File: src/sv/ejvc_pkg.sv
package ejvc_pkg;

    // field widths
    localparam int PIXEL_W      = 13;
    localparam int WIDTH_W      = 12;
    localparam int X_SCALE_W    = 20;
    localparam int Y_SCALE_W    = 24;
    localparam int Y_OFFSET_W   = 24;
    localparam int VALVE_ID_W   = 4;
    localparam int MASK_W       = 9;
    localparam int TRAVEL_W     = 26;

    // configuration port
    localparam int CFG_INDEX_W  = 2;
    localparam int CFG_DATA_W   = 24;
    localparam logic [CFG_INDEX_W-1:0] REG_X_SCALE  = 2'd0;
    localparam logic [CFG_INDEX_W-1:0] REG_Y_SCALE  = 2'd1;
    localparam logic [CFG_INDEX_W-1:0] REG_Y_OFFSET = 2'd2;

    // parameter defaults
    localparam int NOZZLE_COUNT_DEF       = 72;
    localparam int CHANNELS_PER_VALVE_DEF = 9;
    localparam int IMAGE_ROWS_DEF         = 2048;

    // commands per object
    localparam int MAX_RESULTS = 8;

    // fixed point
    localparam int X_FRAC_BITS = 16;
    localparam int Y_FRAC_BITS = 8;
    localparam logic [X_FRAC_BITS-1:0] ROUND_HALF = 16'h8000;
    localparam logic [TRAVEL_W-1:0]    TRAVEL_MAX = '1;

    // empirical nozzle index correction
    localparam int CORR_HIGH_ABOVE = 58;
    localparam int CORR_MID_LO     = 8;
    localparam int CORR_MID_HI     = 13;
    localparam int CORR_LOW_LO     = 2;
    localparam int CORR_LOW_HI     = 6;

    // floor division by the channel count via reciprocal
    localparam int DIV_SHIFT = 16;

endpackage

File: src/sv/ejector_valve_command_gen.sv
// Ejector valve command generator.
// Input channel (in_valid/in_ready): one detected object per transaction, centre
// column pixel_x, centre row pixel_y and width object_width. An object at (-1,-1)
// is taken and produces nothing.
// Output channel (out_valid/out_ready): one transaction per touched valve, lowest
// valve first, at most eight per object; last_command marks the final one. When
// no nozzle is touched a single command with valve_id 0 and an empty mask is sent.
// Configuration: x_scale, y_scale, y_offset are written through cfg_wr_en,
// cfg_index, cfg_data with no wait state; write them only while the block is idle.
// The first command of an object passes through five arithmetic stages, the first
// loaded at the accepting edge, and then the command sequencer register.
// Throughput: the output sequencer sends one command per cycle while out_ready is
// high, so an object holds it for one to eight commands; the input side takes one
// object per cycle while the five stages ahead of the sequencer have room.
// When out_ready is low the sequencer holds its command and the stages behind it
// fill up one by one before in_ready drops; nothing is lost or repeated.
// Reset clears all stage valid bits and sets the three registers to 0.
module ejector_valve_command_gen #(
    parameter int NOZZLE_COUNT       = ejvc_pkg::NOZZLE_COUNT_DEF,
    parameter int CHANNELS_PER_VALVE = ejvc_pkg::CHANNELS_PER_VALVE_DEF,
    parameter int IMAGE_ROWS         = ejvc_pkg::IMAGE_ROWS_DEF
) (
    input  logic                                   clk,
    input  logic                                   rst_n,
    input  logic                                   cfg_wr_en,
    input  logic [ejvc_pkg::CFG_INDEX_W-1:0]       cfg_index,
    input  logic [ejvc_pkg::CFG_DATA_W-1:0]        cfg_data,
    input  logic                                   in_valid,
    output logic                                   in_ready,
    input  logic signed [ejvc_pkg::PIXEL_W-1:0]    pixel_x,
    input  logic signed [ejvc_pkg::PIXEL_W-1:0]    pixel_y,
    input  logic [ejvc_pkg::WIDTH_W-1:0]           object_width,
    output logic                                   out_valid,
    input  logic                                   out_ready,
    output logic [ejvc_pkg::VALVE_ID_W-1:0]        valve_id,
    output logic [ejvc_pkg::MASK_W-1:0]            channel_mask,
    output logic [ejvc_pkg::TRAVEL_W-1:0]          travel_um,
    output logic                                   last_command
);
    import ejvc_pkg::*;

    localparam int VALVE_SLOTS = (NOZZLE_COUNT + CHANNELS_PER_VALVE - 1) / CHANNELS_PER_VALVE;
    localparam int IDX_W  = $clog2(2 * NOZZLE_COUNT + 1);
    localparam int BW     = $clog2(VALVE_SLOTS * CHANNELS_PER_VALVE + 16);
    localparam int VW     = $clog2(VALVE_SLOTS + 1);
    localparam int VIDW   = (VW > VALVE_ID_W) ? VW : VALVE_ID_W;
    localparam int NW     = $clog2(MAX_RESULTS);
    localparam int XPW    = PIXEL_W - 1 + X_SCALE_W;
    localparam int WPW    = WIDTH_W + X_SCALE_W;
    localparam int NXW    = XPW - X_FRAC_BITS + 1;
    localparam int NWW    = WPW - X_FRAC_BITS + 1;
    localparam int DYW    = $clog2(IMAGE_ROWS + 4097);
    localparam int YPW    = DYW + Y_SCALE_W;
    localparam int TSW    = YPW - Y_FRAC_BITS + 1;
    localparam int RW     = DIV_SHIFT + 1;
    localparam logic [RW-1:0] RECIP =
        RW'(((1 << DIV_SHIFT) + CHANNELS_PER_VALVE - 1) / CHANNELS_PER_VALVE);

    // configuration registers
    logic [X_SCALE_W-1:0]  x_scale_reg;
    logic [Y_SCALE_W-1:0]  y_scale_reg;
    logic [Y_OFFSET_W-1:0] y_offset_reg;

    always_ff @(posedge clk or negedge rst_n)
    begin
        if (!rst_n)
        begin
            x_scale_reg  <= '0;
            y_scale_reg  <= '0;
            y_offset_reg <= '0;
        end
        else if (cfg_wr_en)
        begin
            unique case (cfg_index)
                REG_X_SCALE:  x_scale_reg  <= cfg_data[X_SCALE_W-1:0];
                REG_Y_SCALE:  y_scale_reg  <= cfg_data[Y_SCALE_W-1:0];
                REG_Y_OFFSET: y_offset_reg <= cfg_data[Y_OFFSET_W-1:0];
                default:      ;
            endcase
        end
    end

    // pipeline flow control
    logic s1_valid_reg, s2_valid_reg, s3_valid_reg, s4_valid_reg, s5_valid_reg;
    logic seq_valid_reg;
    logic ld1, ld2, ld3, ld4, ld5, seq_load, seq_last;

    assign seq_load = !seq_valid_reg || (out_ready && seq_last);
    assign ld5      = !s5_valid_reg || seq_load;
    assign ld4      = !s4_valid_reg || ld5;
    assign ld3      = !s3_valid_reg || ld4;
    assign ld2      = !s2_valid_reg || ld3;
    assign ld1      = !s1_valid_reg || ld2;
    assign in_ready = ld1;

    // stage 1: the three products
    logic                 no_object;
    logic                 px_pos;
    logic signed [DYW:0]  dy_s;
    logic                 dy_pos;
    logic [XPW-1:0]       s1_prod_x_next, s1_prod_x_reg;
    logic [WPW-1:0]       s1_prod_w_next, s1_prod_w_reg;
    logic [YPW-1:0]       s1_prod_y_next, s1_prod_y_reg;

    always_comb
    begin
        no_object = (&pixel_x) && (&pixel_y);
        px_pos    = !pixel_x[PIXEL_W-1] && (pixel_x != '0);
        dy_s      = $signed((DYW+1)'(IMAGE_ROWS)) - (DYW+1)'(pixel_y);
        dy_pos    = !dy_s[DYW] && (dy_s != '0);
        s1_prod_x_next = px_pos ? XPW'(pixel_x[PIXEL_W-2:0]) * XPW'(x_scale_reg) : '0;
        s1_prod_w_next = WPW'(object_width) * WPW'(x_scale_reg);
        s1_prod_y_next = dy_pos ? YPW'(dy_s[DYW-1:0]) * YPW'(y_scale_reg) : '0;
    end

    always_ff @(posedge clk)
    begin
        if (ld1)
        begin
            s1_prod_x_reg <= s1_prod_x_next;
            s1_prod_w_reg <= s1_prod_w_next;
            s1_prod_y_reg <= s1_prod_y_next;
        end
    end

    // stage 2: round, clamp, correct; travel sum with saturation
    logic [XPW:0]         nx_sum;
    logic [WPW:0]         nw_sum;
    logic [NXW-1:0]       nx;
    logic [NWW-1:0]       nw;
    logic [IDX_W-1:0]     idx_clamp;
    logic [IDX_W-1:0]     cnt_clamp;
    logic [IDX_W-1:0]     s2_idx_next, s2_idx_reg;
    logic [IDX_W-1:0]     s2_cnt_next, s2_cnt_reg;
    logic [TSW-1:0]       travel_sum;
    logic [TRAVEL_W-1:0]  s2_travel_next, s2_travel_reg;

    always_comb
    begin
        nx_sum = {1'b0, s1_prod_x_reg} + (XPW+1)'(ROUND_HALF);
        nw_sum = {1'b0, s1_prod_w_reg} + (WPW+1)'(ROUND_HALF);
        nx     = nx_sum[XPW:X_FRAC_BITS];
        nw     = nw_sum[WPW:X_FRAC_BITS];
        idx_clamp = (nx > NXW'(NOZZLE_COUNT - 1)) ? IDX_W'(NOZZLE_COUNT - 1)
                                                  : IDX_W'(nx);
        cnt_clamp = (nw > NWW'(NOZZLE_COUNT - 1)) ? IDX_W'(NOZZLE_COUNT - 1)
                                                  : IDX_W'(nw);
        if (idx_clamp > IDX_W'(CORR_HIGH_ABOVE))
            s2_idx_next = idx_clamp + IDX_W'(1);
        else if (idx_clamp >= IDX_W'(CORR_MID_LO) && idx_clamp <= IDX_W'(CORR_MID_HI))
            s2_idx_next = idx_clamp - IDX_W'(1);
        else if (idx_clamp >= IDX_W'(CORR_LOW_LO) && idx_clamp <= IDX_W'(CORR_LOW_HI))
            s2_idx_next = idx_clamp - IDX_W'(2);
        else
            s2_idx_next = idx_clamp;
        // odd nozzle count goes up to even
        s2_cnt_next = cnt_clamp + IDX_W'(cnt_clamp[0]);
        travel_sum  = TSW'(s1_prod_y_reg >> Y_FRAC_BITS) + TSW'(y_offset_reg);
        s2_travel_next = (travel_sum > TSW'(TRAVEL_MAX)) ? TRAVEL_MAX
                                                         : travel_sum[TRAVEL_W-1:0];
    end

    always_ff @(posedge clk)
    begin
        if (ld2)
        begin
            s2_idx_reg    <= s2_idx_next;
            s2_cnt_reg    <= s2_cnt_next;
            s2_travel_reg <= s2_travel_next;
        end
    end

    // stage 3: nozzle range, clamped to 1..NOZZLE_COUNT
    logic signed [IDX_W:0] lo_s;
    logic [IDX_W-1:0]      lo_u;
    logic [IDX_W-1:0]      hi_raw;
    logic [IDX_W-1:0]      hi_u;
    logic [BW-1:0]         s3_zlo_next, s3_zlo_reg;
    logic [BW-1:0]         s3_zhi_next, s3_zhi_reg;
    logic                  s3_empty_next, s3_empty_reg;
    logic [TRAVEL_W-1:0]   s3_travel_reg;

    always_comb
    begin
        lo_s   = $signed({1'b0, s2_idx_reg}) - $signed({1'b0, s2_cnt_reg});
        lo_u   = (lo_s < $signed((IDX_W+1)'(1))) ? IDX_W'(1) : lo_s[IDX_W-1:0];
        hi_raw = s2_idx_reg + s2_cnt_reg;
        hi_u   = (hi_raw > IDX_W'(NOZZLE_COUNT)) ? IDX_W'(NOZZLE_COUNT) : hi_raw;
        s3_empty_next = lo_u > hi_u;
        s3_zlo_next   = BW'(lo_u - IDX_W'(1));
        s3_zhi_next   = BW'(hi_u - IDX_W'(1));
    end

    always_ff @(posedge clk)
    begin
        if (ld3)
        begin
            s3_zlo_reg    <= s3_zlo_next;
            s3_zhi_reg    <= s3_zhi_next;
            s3_empty_reg  <= s3_empty_next;
            s3_travel_reg <= s2_travel_reg;
        end
    end

    // stage 4: first and last valve, floor division by reciprocal
    logic [BW+RW-1:0]     qlo_prod, qhi_prod;
    logic [VW-1:0]        s4_vlo_reg, s4_vhi_reg;
    logic [BW-1:0]        s4_zlo_reg, s4_zhi_reg;
    logic                 s4_empty_reg;
    logic [TRAVEL_W-1:0]  s4_travel_reg;

    always_comb
    begin
        qlo_prod = (BW+RW)'(s3_zlo_reg) * (BW+RW)'(RECIP);
        qhi_prod = (BW+RW)'(s3_zhi_reg) * (BW+RW)'(RECIP);
    end

    always_ff @(posedge clk)
    begin
        if (ld4)
        begin
            s4_vlo_reg    <= VW'(qlo_prod >> DIV_SHIFT);
            s4_vhi_reg    <= VW'(qhi_prod >> DIV_SHIFT);
            s4_zlo_reg    <= s3_zlo_reg;
            s4_zhi_reg    <= s3_zhi_reg;
            s4_empty_reg  <= s3_empty_reg;
            s4_travel_reg <= s3_travel_reg;
        end
    end

    // stage 5: first nozzle of the first valve
    logic [BW-1:0]        s5_base_reg;
    logic [VW-1:0]        s5_vlo_reg, s5_vhi_reg;
    logic [BW-1:0]        s5_zlo_reg, s5_zhi_reg;
    logic                 s5_empty_reg;
    logic [TRAVEL_W-1:0]  s5_travel_reg;

    always_ff @(posedge clk)
    begin
        if (ld5)
        begin
            s5_base_reg   <= BW'(s4_vlo_reg) * BW'(CHANNELS_PER_VALVE);
            s5_vlo_reg    <= s4_vlo_reg;
            s5_vhi_reg    <= s4_vhi_reg;
            s5_zlo_reg    <= s4_zlo_reg;
            s5_zhi_reg    <= s4_zhi_reg;
            s5_empty_reg  <= s4_empty_reg;
            s5_travel_reg <= s4_travel_reg;
        end
    end

    // valid bits
    always_ff @(posedge clk or negedge rst_n)
    begin
        if (!rst_n)
        begin
            s1_valid_reg  <= 1'b0;
            s2_valid_reg  <= 1'b0;
            s3_valid_reg  <= 1'b0;
            s4_valid_reg  <= 1'b0;
            s5_valid_reg  <= 1'b0;
            seq_valid_reg <= 1'b0;
        end
        else
        begin
            if (ld1)
                s1_valid_reg <= in_valid && !no_object;
            if (ld2)
                s2_valid_reg <= s1_valid_reg;
            if (ld3)
                s3_valid_reg <= s2_valid_reg;
            if (ld4)
                s4_valid_reg <= s3_valid_reg;
            if (ld5)
                s5_valid_reg <= s4_valid_reg;
            if (seq_load)
                seq_valid_reg <= s5_valid_reg;
        end
    end

    // command sequencer: walks the touched valves, one per output transaction
    logic [VW-1:0]        valve_reg, valve_next;
    logic [VW-1:0]        vhi_reg;
    logic [BW-1:0]        base_reg, base_next;
    logic [BW-1:0]        zlo_reg, zhi_reg;
    logic [NW-1:0]        num_reg, num_next;
    logic                 empty_reg;
    logic [TRAVEL_W-1:0]  travel_reg;
    logic [VIDW-1:0]      vid_full;
    logic [BW-1:0]        nozzle;
    logic [MASK_W-1:0]    mask;

    assign seq_last = empty_reg || (valve_reg == vhi_reg) || (num_reg == NW'(MAX_RESULTS - 1));

    always_comb
    begin
        valve_next = valve_reg + VW'(1);
        base_next  = base_reg + BW'(CHANNELS_PER_VALVE);
        num_next   = num_reg + NW'(1);
    end

    always_ff @(posedge clk)
    begin
        if (seq_load)
        begin
            valve_reg  <= s5_vlo_reg;
            vhi_reg    <= s5_vhi_reg;
            base_reg   <= s5_base_reg;
            zlo_reg    <= s5_zlo_reg;
            zhi_reg    <= s5_zhi_reg;
            num_reg    <= '0;
            empty_reg  <= s5_empty_reg;
            travel_reg <= s5_travel_reg;
        end
        else if (out_ready)
        begin
            valve_reg <= valve_next;
            base_reg  <= base_next;
            num_reg   <= num_next;
        end
    end

    always_comb
    begin
        nozzle = '0;
        mask   = '0;
        for (int k = 0; k < MASK_W; k++)
        begin
            nozzle = base_reg + BW'(k);
            mask[k] = (k < CHANNELS_PER_VALVE) && !empty_reg
                      && (nozzle >= zlo_reg) && (nozzle <= zhi_reg);
        end
        vid_full = VIDW'(valve_reg) + VIDW'(1);
    end

    assign out_valid    = seq_valid_reg;
    assign valve_id     = empty_reg ? '0 : vid_full[VALVE_ID_W-1:0];
    assign channel_mask = mask;
    assign travel_um    = travel_reg;
    assign last_command = seq_last;

endmodule

File: config.mk
export PLATFORM = sky130hd
export DESIGN_NAME = ejector_valve_command_gen
export DESIGN_NICKNAME = d
export VERILOG_FILES = /design/src/sv/ejvc_pkg.sv /design/src/sv/ejector_valve_command_gen.sv
export SDC_FILE = /design/constraint.sdc
export NUM_CORES = 2
export LEC_CHECK = 0
export BUFFER_PORTS_ARGS = -buffer_cell sky130_fd_sc_hd__buf_4
export CORE_MARGIN = 5
export CORE_UTILIZATION = 60
export DETAILED_ROUTE_END_ITERATION = 8
export GPL_ROUTABILITY_DRIVEN = 0
export GPL_TIMING_DRIVEN = 1
export PLACE_DENSITY = 0.77
export SLEW_MARGIN = 20
export SYNTH_ARGS = -nofsm -noshare
export SYNTH_HDL_FRONTEND = slang
export SYNTH_SLANG_ARGS = --single-unit
export TNS_END_PERCENT = 50
File: constraint.sdc
create_clock -name clk -period 11.3 [get_ports clk]
set_input_delay 2.825 -clock clk [delete_from_list [all_inputs] [get_ports clk]]
set_output_delay 2.825 -clock clk [all_outputs]
set_load 0.05 [all_outputs]
==> flow_summary_export.csv <==
group,metric,value,unit
run_status,status,"completed",
cts,htree_num_levels,2,
layout,area_growth,7.006,%
yosys,synth_area_leaders,"fa_1, edfxtp_1, ha_1",
yosys,synthCells,4431,
critical_path,end_kind,"flip-flop",
yosys,seq_area_frac_synth,24.73,%
yosys,post_synth.cell_area_avg,10.05,µm²
sta,finalCritPeriodShare,86.66,%
sta,hold_viol,0,
route,antenna_left,0,
cts,cts_tree,"built",
route,routedWlPerCell,18.70,µm
yosys,yosysWarningCount,0,
yosys,netlist.area_leader.share,28.01,%
yosys,syn-cell-area,44520,µm²
critical_path,startpoint_type,"input pin",
layout,drive_gt1_share,7.378,%
floorplanning,die_x,282.4,µm
sta,period_minus_slack,9.792,ns
sta,slew-limit-headroom,29.79,%
layout,largest_reg_flops,29,
route,drc_errors,0,
floorplanning,row_count,99,
yosys,synth_nets,5600,
route,drt-total-wl,101600,µm
critical_path,worstPathRequired,11.61,ns
yosys,ys_ff_latch,380,
floorplanning,io_pins,111,
floorplanning,start_util,60.71,%
global_route,grt_pass1_vias,32809,
cts,post_cts_buffers,0,
yosys,synth.most_common_cell,"inv_1",
cts,cts_resized,0,
yosys,ys_async_sr_fraction,19.47,%
worst_hold_path,holdCritPathClass,"reg2reg",
floorplanning,die_area,79750,µm²
global_route,grt_usage,26.52,%
cts,hold_buffers,0,
sta,tns,0,ns
critical_path,cp_common_cell,"fa_1",
layout,fin_area,47640,µm²
cts,cts_made_buffers,42,
placed_design,io_buffers,110,
yosys,yosys-top-cells-count,"inv_1, nand2_1, fa_1",
global_route,grt_pass1_wl,169800,µm
placed_design,hpwl,78990,µm
cts,cts_buffer_depth,3,
critical_path,critPathMaxStageDelay,0.58,ns
sta,maxSlewViolCount,0,
yosys,ys_dominant_reg_cell,"edfxtp_1",
route,vias,31044,
sta,finalHoldWorstSlack,0.4147,ns
global_route,grt_overflow,0,
yosys,synth.distinct_cells,86,
cts,cts_sinks,380,
critical_path,cp_max_fo,28,
yosys,synth_edf_count,303,
sta,rsz0062_at_grt,"false",
cts,clock-root-buffer,"clkbuf_16",
route,viasPerCell,5.714,
layout,final_net_count,5610,
yosys,synth.largest_area_cell,"fa_1",
sta,fmax,102.1,MHz
critical_path,crit_type,"in2reg",
critical_path,cp.arrival,10.10,ns
route,drt_pre_antenna_iters,6,
flow_run,maxCapViolCount,0,
sta,setup_viol,0,
floorplanning,fp.dieH,282.4,µm
sta,worst_pin_slew,1.049,ns
placed_design,post_dp_cell_area,46220,µm²
global_route,antenna_found_initial,2,
cts,clk_pin_slew,0.06,ns
route,drt_first_iter_violations,2275,
layout,instances_no_fill,5433,
critical_path,cp_slowest_cell,"o31ai_1",
sta,fin_skew,0.02786,ns
cts,clock_latency,0.58,ns
placed_design,numPlacedInstances,5356,
floorplanning,core_area,73330,µm²
global_route,grt_start_max_net_pins,75,
## cell usage in the layout (no fill, tap or decap), drive strengths merged, types with 67 or more instances in the layout
| cell | Yosys | routed |
|---|---|---|
| a21oi | 109 | 109 |
| a21o | 71 | 71 |
| xnor2 | 106 | 106 |
| nand2 | 669 | 669 |
| and2 | 239 | 239 |
| mux2 | 68 | 68 |
| ha | 477 | 477 |
| nor2 | 145 | 145 |
| xor2 | 67 | 67 |
| o21ai | 86 | 86 |
| buf | 16 | 149 |
| edfxtp | 303 | 303 |
| fa | 623 | 623 |
| inv | 758 | 762 |
| dfrtp | 74 | 74 |
## kinds of logic after synthesis
group,synth area share [%]
buffers and inverters,7.973
xor gates and xnor gates,3.403
adders and majority gates,41.42
AOI/OAI and AO/OA,6.515
other,0.01687
and+or+nand+nor,14.04
DFF,24.73
muxes,1.900
## final cells by class
| class | instances | area [µm²] |
|---|---|---|
| multi-input cells | 3110 | 30050 |
| well taps | 959 | 1200 |
| clock inverters | 26 | 327.8 |
| flip-flops and latches | 380 | 11010 |
| clock buffers | 50 | 1081 |
| inverters | 758 | 2846 |
| diodes | 1 | 2.502 |
| repair buffers | 149 | 1122 |
| fillers | 5724 | 25690 |
## through the flow
step	utilization (%)	worst slack, ns
2_1_floorplan	-	1.582
3_3_place_gp	63.02	0.9575
3_5_place_dp	63.02	0.7479
4_1_cts	64.95	1.325
5_1_grt	64.96	1.002
6_report	64.97	1.508
## worst paths after layout
path | slack [ns] | from | depth (start not counted) | end
min reg2reg | 0.41 | s4_travel_reg[10]$_DFFE_PP_ | 0 | s5_travel_reg[10]$_DFFE_PP_
max in group asynchronous | 8.44 | rst_n | 1 | x_scale_reg[11]$_DFFE_PN0P_
max reg2reg | 4.21 | x_scale_reg[3]$_DFFE_PN0P_ | 17 | s1_prod_w_reg[31]$_DFFE_PP_
min in group asynchronous | 2.31 | rst_n | 1 | y_scale_reg[13]$_DFFE_PN0P_
max | 1.51 | pixel_y[0] | 26 | s1_prod_y_reg[33]$_SDFFCE_PN0P_
min | 0.41 | s4_travel_reg[10]$_DFFE_PP_ | 0 | s5_travel_reg[10]$_DFFE_PP_
## critical path, delay by kind of cell
family | cells | cell delay [ns]
XOR/XNOR | 1 | 0.18
adder cells (fa/ha/maj) | 7 | 3.13
buffers and inverters | 5 | 0.74
AO/OA/AOI/OAI | 8 | 2.12
multiplexers | 1 | 0.30
AND/OR/NAND/NOR | 4 | 0.77
## layer usage
metal | track usage (%) | vias to the layer above | wire (µm)
met5 | 0 | - | 0
li1 | - | 14156 | -
met1 | 36.14 | 15574 | 41980
met4 | 9.756 | 0 | 4094
met2 | 43.74 | 1105 | 48570
met3 | 4.069 | 209 | 6937
Power is left out: the tool's default activity adds up to more than one toggle a clock period on the data nets, which glitch-free logic cannot reach.
